===== src/ots_ram.sv =====
// ---------------------------------------------------------------------------
// ots_ram
// Simple dual-port RAM, one write and one registered read port.
// ---------------------------------------------------------------------------
module ots_ram #(
	parameter int WIDTH = 8,
	parameter int DEPTH = 64
) (
	input  logic                     clk,
	input  logic                     we,
	input  logic [$clog2(DEPTH)-1:0] waddr,
	input  logic [WIDTH-1:0]         wdata,
	input  logic                     re,
	input  logic [$clog2(DEPTH)-1:0] raddr,
	output logic [WIDTH-1:0]         rdata
);
	logic [WIDTH-1:0] mem [DEPTH];

	always_ff @(posedge clk) begin
		if (we) begin
			mem[waddr] <= wdata;
		end
		if (re) begin
			rdata <= mem[raddr];
		end
	end
endmodule


===== config.mk =====
export PLATFORM = sky130hd
export DESIGN_NAME = ots_ram
export DESIGN_NICKNAME = d
export VERILOG_FILES = /design/src/ots_ram.sv
export SDC_FILE = /design/constraint.sdc
export NUM_CORES = 1
export LEC_CHECK = 0
export ABC_AREA = 1
export BUFFER_PORTS_ARGS = -buffer_cell sky130_fd_sc_hd__buf_2
export CAP_MARGIN = 0
export CORE_MARGIN = 1.5
export CORE_UTILIZATION = 45
export DETAILED_ROUTE_END_ITERATION = 10
export PLACE_DENSITY = 0.66
export SLEW_MARGIN = 20
export SYNTH_ARGS = -nofsm -noshare
export SYNTH_HDL_FRONTEND = slang
export SYNTH_SLANG_ARGS = --single-unit
export TNS_END_PERCENT = 10

===== constraint.sdc =====
create_clock -name clk -period 2.2 [get_ports clk]
set_clock_uncertainty 0.15 [all_clocks]
set_input_delay 0.11 -clock clk [delete_from_list [all_inputs] [get_ports clk]]
set_output_delay 0.11 -clock clk [all_outputs]
set_load 0.005 [all_outputs]

==> metrics.md <==
| Metric | Value |
|---|---|
| Outcome | `complete, no violations` |
| Yosys warns | `0` |
| Top-level I/O count | `31` |
| RePlAce Congestion | `0.849` |
| RSZ-0062 raised after global routing | `no` |
| Vias in the first global route | `13500` |
| Max-Cap Viols | `0` |
| Final Max Tran Viols | `0` |
| Vias | `14100` |
| Flop and latch count out of synthesis | `520` |
| CP required | `2.35 ns` |
| Final antenna-violating net count | `0` |
| Mapped Nets | `1828` |
| Total power per unit cell area | `878 nW/µm²` |
| Clock latency on the worst-skew pair | `0.61 ns` |
| CP endpoint kind | `flip-flop` |
| Largest area contributor in the netlist | `edfxtp_1` |
| Tot GR Track Use | `0.214` |
| Initial drt markers | `1686` |
| Setup tns final | `0 ns` |
| Post-cts sizing count | `0` |
| CTS tree | `yes` |
| Max Freq | `0.564 GHz` |
| Synth top area cells | `edfxtp_1 73%, nand2_1 11%, nand3_1 10%` |
| Min cycle time layout | `1.77 ns` |
| Core area | `46800 µm²` |
| Kind of critical path | `in2reg` |
| Hold path start | `we` |
| Placed Instances | `2432` |
| Final core occ | `0.522` |
| Worst r2r src | `mem[23][0]$_DFFE_PP_` |
| Slew at the pin closest to its max-slew limit | `0.781 ns` |
| Period Utilization, post-route | `0.806` |
| Die span in y | `221 µm` |
| Seq/Total Area, Yosys | `0.729` |
| Clock sink count | `520` |
| Root buffer cell | `clkbuf_16` |
| DR vias/cell | `5.52` |
| CP Launch Type | `primary input` |
| Worst r2r path cells | `8` |
| Reg2reg end | `rdata[0]$_DFFE_PP_` |
| Num rows | `79` |
| Peak VDD IR | `0.538 mV` |
| Wire length per cell | `20.5 µm` |
| Port buffer count | `30` |
| WL final | `52200 µm` |
| Post-Layout Cell Count | `2547` |
| Worst Hold Path EP | `mem[38][2]$_DFFE_PP_` |
| Die X | `221 µm` |
| Proportion of layout cells with a drive suffix above 1 | `0.114` |
| Worst path arrival time | `1.93 ns` |
| Synth unique cells | `15` |
| TritonCTS Buffers | `52` |
| First-pass GRT wire length | `80000 µm` |
| Detailed Routing Iterations Pass 1 | `5` |
| Setup repair bufs after CTS | `0` |
| Initial antenna violation count | `1` |
| DIE AREA | `48900 µm²` |
| Avg Cell Area, Syn | `11.9 µm²` |
| HP Class | `in2reg` |
| Slew HR | `0.480` |
| DP HPWL | `30500 µm` |
| Final Setup Violations | `0` |
| Largest buffer count on any clock path | `3` |
| Hold Violations, Final | `0` |
| Initial Utilization | `0.458` |
| Post-synth top area share | `0.729` |
| Clock-pin slew on the worst setup and hold paths | `0.06 ns` |
| P&R area growth vs syn | `14.0%` |
| Htree depth | `2` |
| Largest net degree at the start of global routing | `97` |
| Residual DRC | `0` |
| Synth Instances | `1805` |
| Final nets | `1917` |
| Largest fanout on the critical path | `9` |
| Pleak | `8.93 nW` |
| R2R Setup Slk | `0.54 ns` |
| GRT overflow | `0` |
| Min-Delay Path Depth | `4` |
| Mapped Area | `21400 µm²` |
[per-layer routing]
| layer | wire (µm) | GRT usage |
|---|---|---|
| met1 | 22200 | 0.302 |
| met4 | 1180 | 0.0581 |
| met2 | 24200 | 0.336 |
| met5 | 17 | 0 |
| met3 | 4520 | 0.0458 |
[synthesized netlist by cell type]
cell type    n
inv_6        1
nand2_1    648
inv_2        1
buf_1       10
clkbuf_1    15
nand3_1    439
buf_4       14
edfxtp_1   520
buf_2       37
buf_8        2
nand4_1      9
inv_1       10
nor4_1       8
buf_6       35
nor2_1      56
[final cells by class]
type / count / area (µm²)
fillers: 3971 / 22300
flip-flops and latches: 520 / 15600
multi-input cells: 1160 / 4950
clock buffers: 58 / 1350
repair buffers: 148 / 1280
well taps: 607 / 759
clock inverters: 40 / 418
inverters: 12 / 52.6
diodes: 2 / 5.00
[registers in the layout (all words and copies together) (netlist names)]
register	cells
mem	512
rdata	8
[cells in the final DEF, fill, tap and decap left out, types with 2 or more instances in the layout]
| cell type | synthesis | final |
|---|---|---|
| diode_2 | 0 | 2 |
| clkbuf_1 | 15 | 5 |
| clkinvlp_4 | 0 | 2 |
| clkbuf_16 | 0 | 53 |
| inv_6 | 1 | 5 |
| edfxtp_1 | 520 | 520 |
| clkinv_2 | 0 | 16 |
| nand4_1 | 9 | 9 |
| nor4_1 | 8 | 8 |
| nand3_1 | 439 | 439 |
| nand2_1 | 648 | 648 |
| buf_2 | 37 | 28 |
| buf_12 | 0 | 16 |
| nor2_1 | 56 | 56 |
| inv_1 | 10 | 9 |
| buf_4 | 14 | 88 |
| clkinv_4 | 0 | 2 |
| dlygate4sd3_1 | 0 | 15 |
| clkinv_1 | 0 | 8 |
| bufinv_16 | 0 | 8 |
[report_power, final]
group / switching, mW / total (mW) / leakage (nW) / internal, mW
registers: 0.0211 / 11.0 / 4.69 / 11.0
logic: 0.958 / 1.32 / 3.37 / 0.365
clock network: 3.75 / 9.11 / 0.874 / 5.36
total: 4.73 / 21.4 / 8.93 / 16.7
[stage by stage]
stage	cell area, µm²	total power, mW	setup slack, ns	hold slack [ns]
after floorplan	21400	12.0	0.174	0.0589
after global placement	22500	12.5	0.235	0.199
after detailed placement	22500	12.5	0.205	0.203
after CTS	24400	21.6	0.477	0.0735
after global routing	24400	22.1	0.347	0.124
final	24400	21.4	0.426	0.104
[critical path, stage by stage]
cell and delay [ns]:
dlygate4sd3_1 0.57, buf_2 0.19, nor4_1 0.27, dlygate4sd3_1 0.59
buf_4 0.18
[how the worst max path moves through the flow]
stage	startpoint	end	slack, ns
5_1_grt	waddr[2]	mem[48][3]$_DFFE_PP_	0.35
3_3_place_gp	raddr[0]	rdata[5]$_DFFE_PP_	0.24
6_report	waddr[2]	mem[48][7]$_DFFE_PP_	0.43
2_1_floorplan	we	mem[48][0]$_DFFE_PP_	0.17
4_1_cts	waddr[2]	mem[48][6]$_DFFE_PP_	0.48
3_5_place_dp	raddr[0]	rdata[1]$_DFFE_PP_	0.20
[what timing repair did]
item                       CTS  global route
setup endpoints to repair    0             0
hold buffers                15             0
hold endpoints to repair   397             0
[kinds of logic (layout without fill, tap and decap cells)]
kind of cell,count (synthesis),in the layout,share of synthesized area
other cells,0,2,0
flops,520,520,0.729
buf+inv,125,258,0.0401
simple gates,1160,1160,0.231
Power figures use the tool's default switching activity.
